$ cat src/rtl/lsb_pkg.sv
// Package with widths, reset values and codes of the link supervisor.
package lsb_pkg;

  localparam int unsigned TimeW = 32;
  localparam int unsigned CfgIdxW = 2;

  localparam logic [TimeW-1:0] RetryInitialRst = 32'd1000;
  localparam logic [TimeW-1:0] RetryMaxRst     = 32'd60000;
  localparam logic [TimeW-1:0] RebootAfterRst  = 32'd1800000;
  localparam logic [TimeW-1:0] RadioResetRst   = 32'd300000;

  typedef logic [TimeW-1:0] time_ms_t;

  typedef enum logic [1:0] {
    ACT_NONE    = 2'd0,
    ACT_RETRY   = 2'd1,
    ACT_RESTART = 2'd2,
    ACT_REBOOT  = 2'd3
  } action_t;

  typedef enum logic [CfgIdxW-1:0] {
    CFG_RETRY_INITIAL = 2'd0,
    CFG_RETRY_MAX     = 2'd1,
    CFG_REBOOT_AFTER  = 2'd2,
    CFG_RADIO_RESET   = 2'd3
  } cfg_reg_t;

endpackage

$ cat src/rtl/lsb_poll_if.sv
// Channel interfaces for poll beats and result beats of the link supervisor.
interface lsb_poll_if;
  import lsb_pkg::*;

  logic     valid;
  logic     ready;
  time_ms_t now_ms;
  logic     link_up;
  logic     session_up;

  modport source (output valid, output now_ms, output link_up, output session_up,
                  input ready);
  modport sink (input valid, input now_ms, input link_up, input session_up,
                output ready);
endinterface

interface lsb_result_if;
  import lsb_pkg::*;

  logic    valid;
  logic    ready;
  action_t action;
  logic    link_outage;
  logic    session_outage;

  modport source (output valid, output action, output link_outage,
                  output session_outage, input ready);
  modport sink (input valid, input action, input link_outage, input session_outage,
                output ready);
endinterface

$ cat src/rtl/link_supervisor_backoff.sv
// Top level of the link supervisor with exponential reconnect backoff.
// The block takes one poll beat per clock cycle unless stalled and returns exactly one
// result beat for each: the poll is captured in an input register, and when that register
// advances the supervisor state and the result register are updated together, so the
// update of the outage, deadline and delay registers sets the rate. A full result
// register that is not taken stalls the input register, and polls keep flowing while
// both registers can advance.
module link_supervisor_backoff (
  input  logic                             clk,
  input  logic                             rst_n,
  lsb_poll_if.sink                         in_if,
  lsb_result_if.source                     out_if,
  input  logic                             cfg_we,
  input  logic [lsb_pkg::CfgIdxW-1:0]      cfg_index,
  input  logic [lsb_pkg::TimeW-1:0]        cfg_data
);
  import lsb_pkg::*;

  time_ms_t retry_initial_r, retry_max_r, reboot_after_r, radio_reset_r;

  logic     s1_valid_r;
  time_ms_t s1_now_r;
  logic     s1_link_r, s1_session_r;

  logic     out_valid_r;
  action_t  out_action_r;
  logic     out_lo_r, out_so_r;

  logic     link_act_r, link_act_nxt;
  time_ms_t link_start_r, link_start_nxt;
  logic     sess_act_r, sess_act_nxt;
  time_ms_t sess_start_r, sess_start_nxt;
  time_ms_t next_att_r, next_att_nxt;
  time_ms_t delay_r, delay_nxt;
  time_ms_t last_radio_r, last_radio_nxt;
  action_t  action_nxt;

  logic     advance;
  time_ms_t link_start_eff, next_att_eff, delay_eff, last_radio_eff, sess_start_eff;
  time_ms_t link_age, sess_age, radio_age, due_diff;
  logic     restart;
  logic [TimeW:0] doubled;
  time_ms_t delay_grown;

  assign advance      = s1_valid_r && (!out_valid_r || out_if.ready);
  assign in_if.ready  = !s1_valid_r || advance;

  assign out_if.valid          = out_valid_r;
  assign out_if.action         = out_action_r;
  assign out_if.link_outage    = out_lo_r;
  assign out_if.session_outage = out_so_r;

  always_ff @(posedge clk) begin
    if (!rst_n) begin
      retry_initial_r <= RetryInitialRst;
      retry_max_r     <= RetryMaxRst;
      reboot_after_r  <= RebootAfterRst;
      radio_reset_r   <= RadioResetRst;
    end else if (cfg_we) begin
      unique case (cfg_reg_t'(cfg_index))
        CFG_RETRY_INITIAL: retry_initial_r <= cfg_data;
        CFG_RETRY_MAX:     retry_max_r     <= cfg_data;
        CFG_REBOOT_AFTER:  reboot_after_r  <= cfg_data;
        CFG_RADIO_RESET:   radio_reset_r   <= cfg_data;
        default: ;
      endcase
    end
  end

  // Values seen by the current poll once a new outage has been opened.
  always_comb begin
    link_start_eff = link_act_r ? link_start_r : s1_now_r;
    next_att_eff   = link_act_r ? next_att_r : s1_now_r;
    delay_eff      = link_act_r ? delay_r : retry_initial_r;
    last_radio_eff = link_act_r ? s1_now_r : last_radio_r;
    sess_start_eff = sess_act_r ? sess_start_r : s1_now_r;
    link_age       = s1_now_r - link_start_eff;
    sess_age       = s1_now_r - sess_start_eff;
    due_diff       = s1_now_r - next_att_eff;
    radio_age      = s1_now_r - (s1_link_r ? last_radio_eff : last_radio_r);
    restart        = radio_age >= radio_reset_r;
    doubled        = {delay_eff, 1'b0};
    delay_grown    = (doubled < {1'b0, retry_max_r}) ? doubled[TimeW-1:0] : retry_max_r;
  end

  always_comb begin
    link_act_nxt   = link_act_r;
    link_start_nxt = link_start_r;
    sess_act_nxt   = sess_act_r;
    sess_start_nxt = sess_start_r;
    next_att_nxt   = next_att_r;
    delay_nxt      = delay_r;
    last_radio_nxt = last_radio_r;
    action_nxt     = ACT_NONE;
    if (!s1_link_r) begin
      link_act_nxt   = 1'b1;
      link_start_nxt = link_start_eff;
      next_att_nxt   = next_att_eff;
      delay_nxt      = delay_eff;
      if (link_age >= reboot_after_r) begin
        action_nxt = ACT_REBOOT;
      end else if (restart || !due_diff[TimeW-1]) begin
        if (restart) begin
          last_radio_nxt = s1_now_r;
        end
        next_att_nxt = s1_now_r + delay_eff;
        delay_nxt    = delay_grown;
        action_nxt   = restart ? ACT_RESTART : ACT_RETRY;
      end
    end else begin
      if (link_act_r) begin
        link_act_nxt   = 1'b0;
        delay_nxt      = retry_initial_r;
        next_att_nxt   = '0;
        last_radio_nxt = s1_now_r;
      end
      if (s1_session_r) begin
        sess_act_nxt = 1'b0;
      end else begin
        sess_act_nxt   = 1'b1;
        sess_start_nxt = sess_start_eff;
        if (sess_age >= reboot_after_r) begin
          action_nxt = ACT_REBOOT;
        end else if (restart) begin
          last_radio_nxt = s1_now_r;
          link_act_nxt   = 1'b1;
          link_start_nxt = s1_now_r;
          next_att_nxt   = s1_now_r + retry_initial_r;
          delay_nxt      = retry_initial_r;
          action_nxt     = ACT_RESTART;
        end
      end
    end
    // A reboot request returns the supervisor to its reset state, but with the configured initial retry delay.
    if (action_nxt == ACT_REBOOT) begin
      link_act_nxt   = 1'b0;
      link_start_nxt = '0;
      sess_act_nxt   = 1'b0;
      sess_start_nxt = '0;
      next_att_nxt   = '0;
      delay_nxt      = retry_initial_r;
      last_radio_nxt = '0;
    end
  end

  always_ff @(posedge clk) begin
    if (!rst_n) begin
      link_act_r   <= 1'b0;
      link_start_r <= '0;
      sess_act_r   <= 1'b0;
      sess_start_r <= '0;
      next_att_r   <= '0;
      delay_r      <= RetryInitialRst;
      last_radio_r <= '0;
    end else if (advance) begin
      link_act_r   <= link_act_nxt;
      link_start_r <= link_start_nxt;
      sess_act_r   <= sess_act_nxt;
      sess_start_r <= sess_start_nxt;
      next_att_r   <= next_att_nxt;
      delay_r      <= delay_nxt;
      last_radio_r <= last_radio_nxt;
    end
  end

  always_ff @(posedge clk) begin
    if (!rst_n) begin
      s1_valid_r <= 1'b0;
    end else if (in_if.ready) begin
      s1_valid_r <= in_if.valid;
    end
  end

  always_ff @(posedge clk) begin
    if (in_if.ready && in_if.valid) begin
      s1_now_r     <= in_if.now_ms;
      s1_link_r    <= in_if.link_up;
      s1_session_r <= in_if.session_up;
    end
  end

  always_ff @(posedge clk) begin
    if (!rst_n) begin
      out_valid_r <= 1'b0;
    end else if (advance) begin
      out_valid_r <= 1'b1;
    end else if (out_if.ready) begin
      out_valid_r <= 1'b0;
    end
  end

  always_ff @(posedge clk) begin
    if (advance) begin
      out_action_r <= action_nxt;
      out_lo_r     <= link_act_nxt;
      out_so_r     <= sess_act_nxt;
    end
  end

endmodule
$ cat src/flat_wrapper.sv
// flat-port wrapper written by rule: the top's interface ports become plain ports
module link_supervisor_backoff_flat import lsb_pkg::*;
  (clk, rst_n, cfg_we, cfg_index, cfg_data, in_if_valid, in_if_now_ms, in_if_link_up, in_if_session_up, in_if_ready, out_if_valid, out_if_action, out_if_link_outage, out_if_session_outage, out_if_ready);
  lsb_poll_if in_if_i ();
  lsb_result_if out_if_i ();
  input  logic clk;
  input  logic rst_n;
  input  logic cfg_we;
  input  logic [lsb_pkg::CfgIdxW-1:0] cfg_index;
  input  logic [lsb_pkg::TimeW-1:0] cfg_data;
  input wire logic [$bits(in_if_i.valid)-1:0] in_if_valid;
  input wire logic [$bits(in_if_i.now_ms)-1:0] in_if_now_ms;
  input wire logic [$bits(in_if_i.link_up)-1:0] in_if_link_up;
  input wire logic [$bits(in_if_i.session_up)-1:0] in_if_session_up;
  output wire logic [$bits(in_if_i.ready)-1:0] in_if_ready;
  output wire logic [$bits(out_if_i.valid)-1:0] out_if_valid;
  output wire logic [$bits(out_if_i.action)-1:0] out_if_action;
  output wire logic [$bits(out_if_i.link_outage)-1:0] out_if_link_outage;
  output wire logic [$bits(out_if_i.session_outage)-1:0] out_if_session_outage;
  input wire logic [$bits(out_if_i.ready)-1:0] out_if_ready;
  assign in_if_i.valid = in_if_valid;
  assign in_if_i.now_ms = in_if_now_ms;
  assign in_if_i.link_up = in_if_link_up;
  assign in_if_i.session_up = in_if_session_up;
  assign in_if_ready = in_if_i.ready;
  assign out_if_valid = out_if_i.valid;
  assign out_if_action = out_if_i.action;
  assign out_if_link_outage = out_if_i.link_outage;
  assign out_if_session_outage = out_if_i.session_outage;
  assign out_if_i.ready = out_if_ready;
  link_supervisor_backoff u_core (.clk(clk), .rst_n(rst_n), .in_if(in_if_i), .out_if(out_if_i), .cfg_we(cfg_we), .cfg_index(cfg_index), .cfg_data(cfg_data));
endmodule
$ cat config.mk
export PLATFORM = sky130hd
export DESIGN_NAME = link_supervisor_backoff_flat
export DESIGN_NICKNAME = d
export VERILOG_FILES = /design/src/rtl/lsb_pkg.sv /design/src/rtl/lsb_poll_if.sv /design/src/rtl/link_supervisor_backoff.sv /design/src/flat_wrapper.sv
export SDC_FILE = /design/constraint.sdc
export NUM_CORES = 1
export LEC_CHECK = 0
export ABC_AREA = 0
export BUFFER_PORTS_ARGS = -buffer_cell sky130_fd_sc_hd__buf_2
export CORE_MARGIN = 2
export CORE_UTILIZATION = 45
export DETAILED_ROUTE_END_ITERATION = 8
export HOLD_SLACK_MARGIN = 0.02
export PLACE_DENSITY = 0.59
export SYNTH_ARGS = -nofsm -noshare
export SYNTH_HDL_FRONTEND = slang
export SYNTH_SLANG_ARGS = --single-unit
$ cat constraint.sdc
create_clock -name clk -period 17.6 [get_ports clk]
set_input_delay 3.52 -clock clk [delete_from_list [all_inputs] [get_ports clk]]
set_output_delay 3.52 -clock clk [all_outputs]
set_load 0.005 [all_outputs]
Yosys cells after proc, flatten, opt, wreduce, memory -nomap -nowiden

Index checks and enable logic that the tools add are counted.

Order comparisons: 4
Reductions and logical operators: 20
Equality and inequality tests: 9
Add/subtract/negate cells: 6
Mux-type cells: 55

Operator list:

| kind                                                                   | count |
|---|---|
| 32-bit 2-to-1 mux                                                      | 38 |
| 32-bit subtractor                                                      | 4 |
| 32-bit >= comparator                                                   | 3 |
| 32-bit adder                                                           | 2 |
| 33-bit by 32-bit < comparator with 1-bit output                        | 1 |
| 2-bit 2-to-1 mux                                                       | 7 |
| 1-bit 2-to-1 mux                                                       | 10 |
| 3-bit != test (second input constant)                                  | 3 |
| 2-bit AND reduction                                                    | 4 |
| 4-bit AND reduction                                                    | 2 |
| 2-bit equality test (second input constant)                            | 3 |
| 3-bit nonzero test                                                     | 2 |
| 2-bit nonzero test                                                     | 2 |
| 1-bit zero test                                                        | 3 |
| 1-bit logical OR                                                       | 3 |
| 3-bit by 2-bit != test with 1-bit output (second input constant)       | 1 |
| 3-bit AND reduction                                                    | 1 |
| 2-bit by 1-bit equality test with 1-bit output (second input constant) | 1 |
| 1-bit logical AND                                                      | 2 |
| 2-bit zero test                                                        | 1 |
| 2-bit != test (second input constant)                                  | 1 |

Logic and storage cells: 113
Bits of input ports: 73
Output and inout port bits: 6
Flip-flop bits (word level): 330

Logic depth before layout (Yosys ltp)

Word-level depth: 11
Gate-level depth with buffers: 34
Gate-level depth less buffers: 28

Least setup slack after synthesis

OpenSTA, ideal clock, no wires.

Path type: input to output
From: input port out_if_ready
To: output port in_if_ready
Path slack: 10.294 ns
Data arrival time: 3.786 ns
Data required time: 14.080 ns
Path buffers: 0
Cell stages on the path: 2
Cell sequence: nor2b_1 > nand2_1

Cells in the longest elaborated chain, start to end: 3

Ends and longest elaborated chain:

| item               | RTL line                      | text |
|---|---|---|
| start: declaration | flat_wrapper.sv:20            | `input wire logic [$bits(out_if_i.ready)-1:0] out_if_ready;` |
| 1-bit logical OR   | link_supervisor_backoff.sv:45 | `assign advance = s1_valid_r && (!out_valid_r \|\| out_if.ready);` |
| 1-bit logical AND  | link_supervisor_backoff.sv:45 |  |
| 1-bit logical OR   | link_supervisor_backoff.sv:46 | `assign in_if.ready = !s1_valid_r \|\| advance;` |
| end: declaration   | flat_wrapper.sv:15            | `output wire logic [$bits(in_if_i.ready)-1:0] in_if_ready;` |

No other way between the ends.

Worst setup path after layout

From: register u_core.s1_link_r
To: register u_core.next_att_r[31]

Cells in the longest elaborated chain, start to end: 9
Elaborated cells between the ends (all ways): 19
Classes of those cells: add/sub: 1; order compare: 1; eq/ne: 1; mux: 15; reduce/logical: 1

Ends and longest elaborated chain:

| item                                       | RTL line                                                       | text |
|---|---|---|
| start: declaration                         | link_supervisor_backoff.sv:23                                  | `logic s1_link_r, s1_session_r;` |
| start signal: assignment                   | link_supervisor_backoff.sv:177                                 | `s1_link_r <= in_if.link_up;` |
| 32-bit 2-to-1 mux                          | link_supervisor_backoff.sv:80                                  | `radio_age = s1_now_r - (s1_link_r ? last_radio_eff : last_radio_r);` |
| 32-bit subtractor                          | link_supervisor_backoff.sv:80                                  |  |
| 32-bit >= comparator                       | link_supervisor_backoff.sv:81                                  | `restart = radio_age >= radio_reset_r;` |
| 2-bit 2-to-1 mux (tied with other cells)   | link_supervisor_backoff.sv:108                                 | `action_nxt = restart ? ACT_RESTART : ACT_RETRY;` |
| 2-bit 2-to-1 mux, on equally long branches | link_supervisor_backoff.sv:102, link_supervisor_backoff.sv:122 |  |
| 2-bit 2-to-1 mux, on equally long branches | link_supervisor_backoff.sv:100, link_supervisor_backoff.sv:117 |  |
| 2-bit 2-to-1 mux                           | link_supervisor_backoff.sv:95                                  | `if (!s1_link_r) begin` |
| 2-bit equality test                        | link_supervisor_backoff.sv:135                                 | `if (action_nxt == ACT_REBOOT) begin` |
| 32-bit 2-to-1 mux (*)                      | link_supervisor_backoff.sv:135                                 |  |
| end signal: assignment                     | link_supervisor_backoff.sv:160                                 | `next_att_r <= next_att_nxt;` |
| end: declaration                           | link_supervisor_backoff.sv:33                                  | `time_ms_t next_att_r, next_att_nxt;` |

Every way passes the cells marked *; elsewhere a longest branch is shown, timed or not.
A chain may end at the register's enable or synchronous reset.

==> impl_metrics.py <==
metrics = {
    "clocking": {
        "post_cts_resized": 0,
        "cts_setup_buffers": 0,
        "clockBufferDepth": 3,
        "path_clk_slew_ns": 0.06,
        "cts_buffers": 42,
        "htreeDepth": 2,
        "clock_latency_ns": 0.58,
        "root_buffer": "clkbuf_16",
        "cts_sinks": 330,
        "ctsHoldBuffers": 0,
        "cts_tree": "yes",
    },
    "layout": {
        "diodes": 0,
        "nFillCells": 5473,
        "mostFrequentLayoutCell": "nand2_1",
        "final_cell_mix": "nand2_1, a21oi_1, ha_1, dfxtp_1, inv_1",
        "nets": 3508,
        "final_area_sq_mm": 0.02789,
        "drive_above_1_share_pct": 8.288,
        "area_growth_pct": 9.518,
    },
    "route": {
        "post_drt_wl_per_cell_microns": 21.33,
        "drt_drc_violations_left": 0,
        "drt.antenna.violating_nets": 0,
        "first_pass_iters": 6,
        "drt_iter0_markers": 2015,
        "num_vias": 23280,
        "avgViaCountPerCell": 5.962,
        "drt_wl_total_mm": 83.29,
    },
    "worst_setup_path": {
        "cp.required_ns": 18.06,
        "r2r_cells": 27,
        "endpoint_kind": "flop",
        "path_class": "reg -> reg",
        "start_kind": "flop",
        "regToRegEndpoint": "u_core.next_att_r[31]",
        "crit_arrival_ns": 9.20,
        "rrSetupSlack_ns": 8.86,
        "reg2reg_from": "u_core.s1_link_r",
        "path_max_fanout": 39,
    },
    "global_routing": {
        "grt_pass1_wl_mm": 127.7,
        "grt_overflow": 0,
        "track_usage_pct": 27.72,
        "antenna_found_initial": 1,
        "grt_start_max_net_pins": 110,
        "grt_pass1_vias": 22340,
    },
    "logic_synthesis": {
        "async_flop_share_pct": 0,
        "netlist_area_sq_mm": 0.02546,
        "synth_seq_cells": 330,
        "syn-mean-instance-area_sq_um": 8.206,
        "synth-edff-count": 38,
        "synth_top_cell_area_share_pct": 22.96,
        "synth.distinct_cells": 93,
        "synth_fp_nets": 3494,
        "yosysSeqAreaShare_pct": 27.44,
        "synthCells": 3103,
        "yosysTopAreaCell": "dfxtp_1",
        "synth.area.top_cells": "dfxtp_1, ha_1, a21oi_1",
        "synth_ff_type": "dfxtp_1",
        "yosys_warnings": 0,
    },
    "power_and_ir_drop": {
        "p_leak_uw": 0.01186,
        "swShare_pct": 34.75,
        "clkPwrFrac_pct": 35.5,
        "p_comb_share_pct": 30.5,
        "p_sw_uw": 844.1,
        "internal_power_uw": 1585,
        "vdd_drop_max_uv": 58.88,
        "seqPwrFrac_pct": 34.1,
        "power_density_mw_per_mm2": 87.11,
    },
    "min_path": {
        "hold_depth": 2,
        "min_from": "u_core.reboot_after_r[15]",
        "hold_path.class": "reg -> reg",
        "holdPathEnd": "u_core.reboot_after_r[15]",
    },
    "placement": {
        "dpl_cell_area_sq_mm": 0.02654,
        "placement.io_buffers": 78,
        "pre_cts_slack_ns": 8.951,
        "dpl.hpwl_mm": 62.03,
        "globalplace.congestion": 0.9272,
    },
    "timing": {
        "max_freq_mhz": 114.4,
        "fin_crit_sh_pct": 49.65,
        "maxSlewHeadroom_pct": 14.23,
        "worstMarginPinSlew_ns": 1.270,
        "tns_ns": 0,
        "setup_viol": 0,
        "setup_slack_ns": 8.861,
        "clock_skew_ns": 0.02703,
        "fin_hold_ws_ns": 0.4524,
        "hold_viol_final": 0,
        "period_minus_slack_ns": 8.739,
        "rsz0062_at_grt": "no",
        "drv_slew": 0,
    },
    "floorplan": {
        "ios": 79,
        "start_util_pct": 45.33,
        "dieArea_sq_mm": 0.05850,
        "fp-row-count": 87,
        "core-area_sq_mm": 0.05617,
        "die_y_microns": 241.9,
        "fp.dieW_microns": 241.9,
    },
    "run_status": {
        "outcome": "completed",
    },
    "job": {
        "cap_violations": 0,
    },
}
## per-layer routing
| layer | part of all wire, % | GRT usage [%] | vias to the layer above |
|---|---|---|---|
| met1 | 46 | 38.24 | 11049 |
| met4 | 3.3 | 9.622 | 0 |
| met3 | 6.8 | 4.728 | 152 |
| met5 | 0 | 0 | - |
| li1 | - | - | 11350 |
| met2 | 44 | 43.64 | 729 |
## metrics by stage
stage	utilization (%)	power, uW	std cells
3_5_place_dp	47.24	1572	3829
5_1_grt	49.65	2561	3905
4_1_cts	49.65	2438	3905
2_1_floorplan	-	1369	3103
3_3_place_gp	47.24	1555	3829
6_report	49.65	2429	3905
## power by group through the flow
stage,combinational (uW),clock [uW],sequential (uW)
2_1_floorplan,540,0,829
3_3_place_gp,714,0,841
3_5_place_dp,729,0,842
4_1_cts,733,878,826
5_1_grt,820,910,831
6_report,740,861,828
## cells in the mapped netlist, drive strengths merged (49+ instances only)
cell type	instances
nor2	124
mux2i	94
nand2	446
buf	49
a21oi	348
nor2b	56
o21ai	131
o211ai	70
o21a	57
ha	313
dfxtp	292
nand3	68
clkbuf	95
a22o	71
a21o	96
inv	150
xnor2	89
## critical path, cell delays in order (launching register included)
cell	delay, ns
edfxtp_1	0.33
buf_4	0.45
nand2_2	0.74
o21ai_0	0.45
ha_1	0.22
inv_1	0.06
fa_1	0.43
a21o_1	0.17
a21o_1	0.21
a2111oi_2	0.43
o21ba_2	0.24
o21a_1	0.17
o21ai_1	0.19
a311oi_1	0.64
o211a_1	0.27
o21bai_1	0.08
a21oi_1	0.18
xnor2_1	0.10
ha_1	0.33
nand4_1	0.10
nor3_1	0.57
a211oi_1	0.22
mux2i_2	0.29
nand2_2	0.48
buf_4	0.47
nor3_1	0.30
a211oi_1	0.09
a221o_1	0.36
## cell families after synthesis
group | share of synthesized area [%]
muxes | 5.258
and+or+nand+nor | 16.98
buffers and inverters | 4.683
xor gates and xnor gates | 4.644
DFF | 27.44
AOI/OAI and AO/OA | 25.23
adders and majority gates | 15.77
## area by class of cell
type,count,area [sq um],area share [%]
timing repair buffer,114,675.6,2.423
clock buffer,66,1275,4.572
clock inverter,10,76.32,0.2737
sequential,330,6992,25.07
multi-input combinational,2477,17350,62.21
inverter,152,573.1,2.055
tap,756,945.9,3.392
## worst max path at each step
stage	from	to	slack (ns)	cells past startpoint
after floorplan	out_if_ready	in_if_ready	10.29	2
after global placement	u_core.s1_link_r	u_core.next_att_r[31]	9.21	28
after detailed placement	u_core.s1_link_r	u_core.next_att_r[31]	8.95	27
after CTS	u_core.s1_link_r	u_core.next_att_r[31]	8.93	27
after global routing	u_core.s1_link_r	u_core.next_att_r[31]	8.37	27
final	u_core.s1_link_r	u_core.next_att_r[31]	8.86	27
No activity file was read; power rests on OpenSTA's default activity.
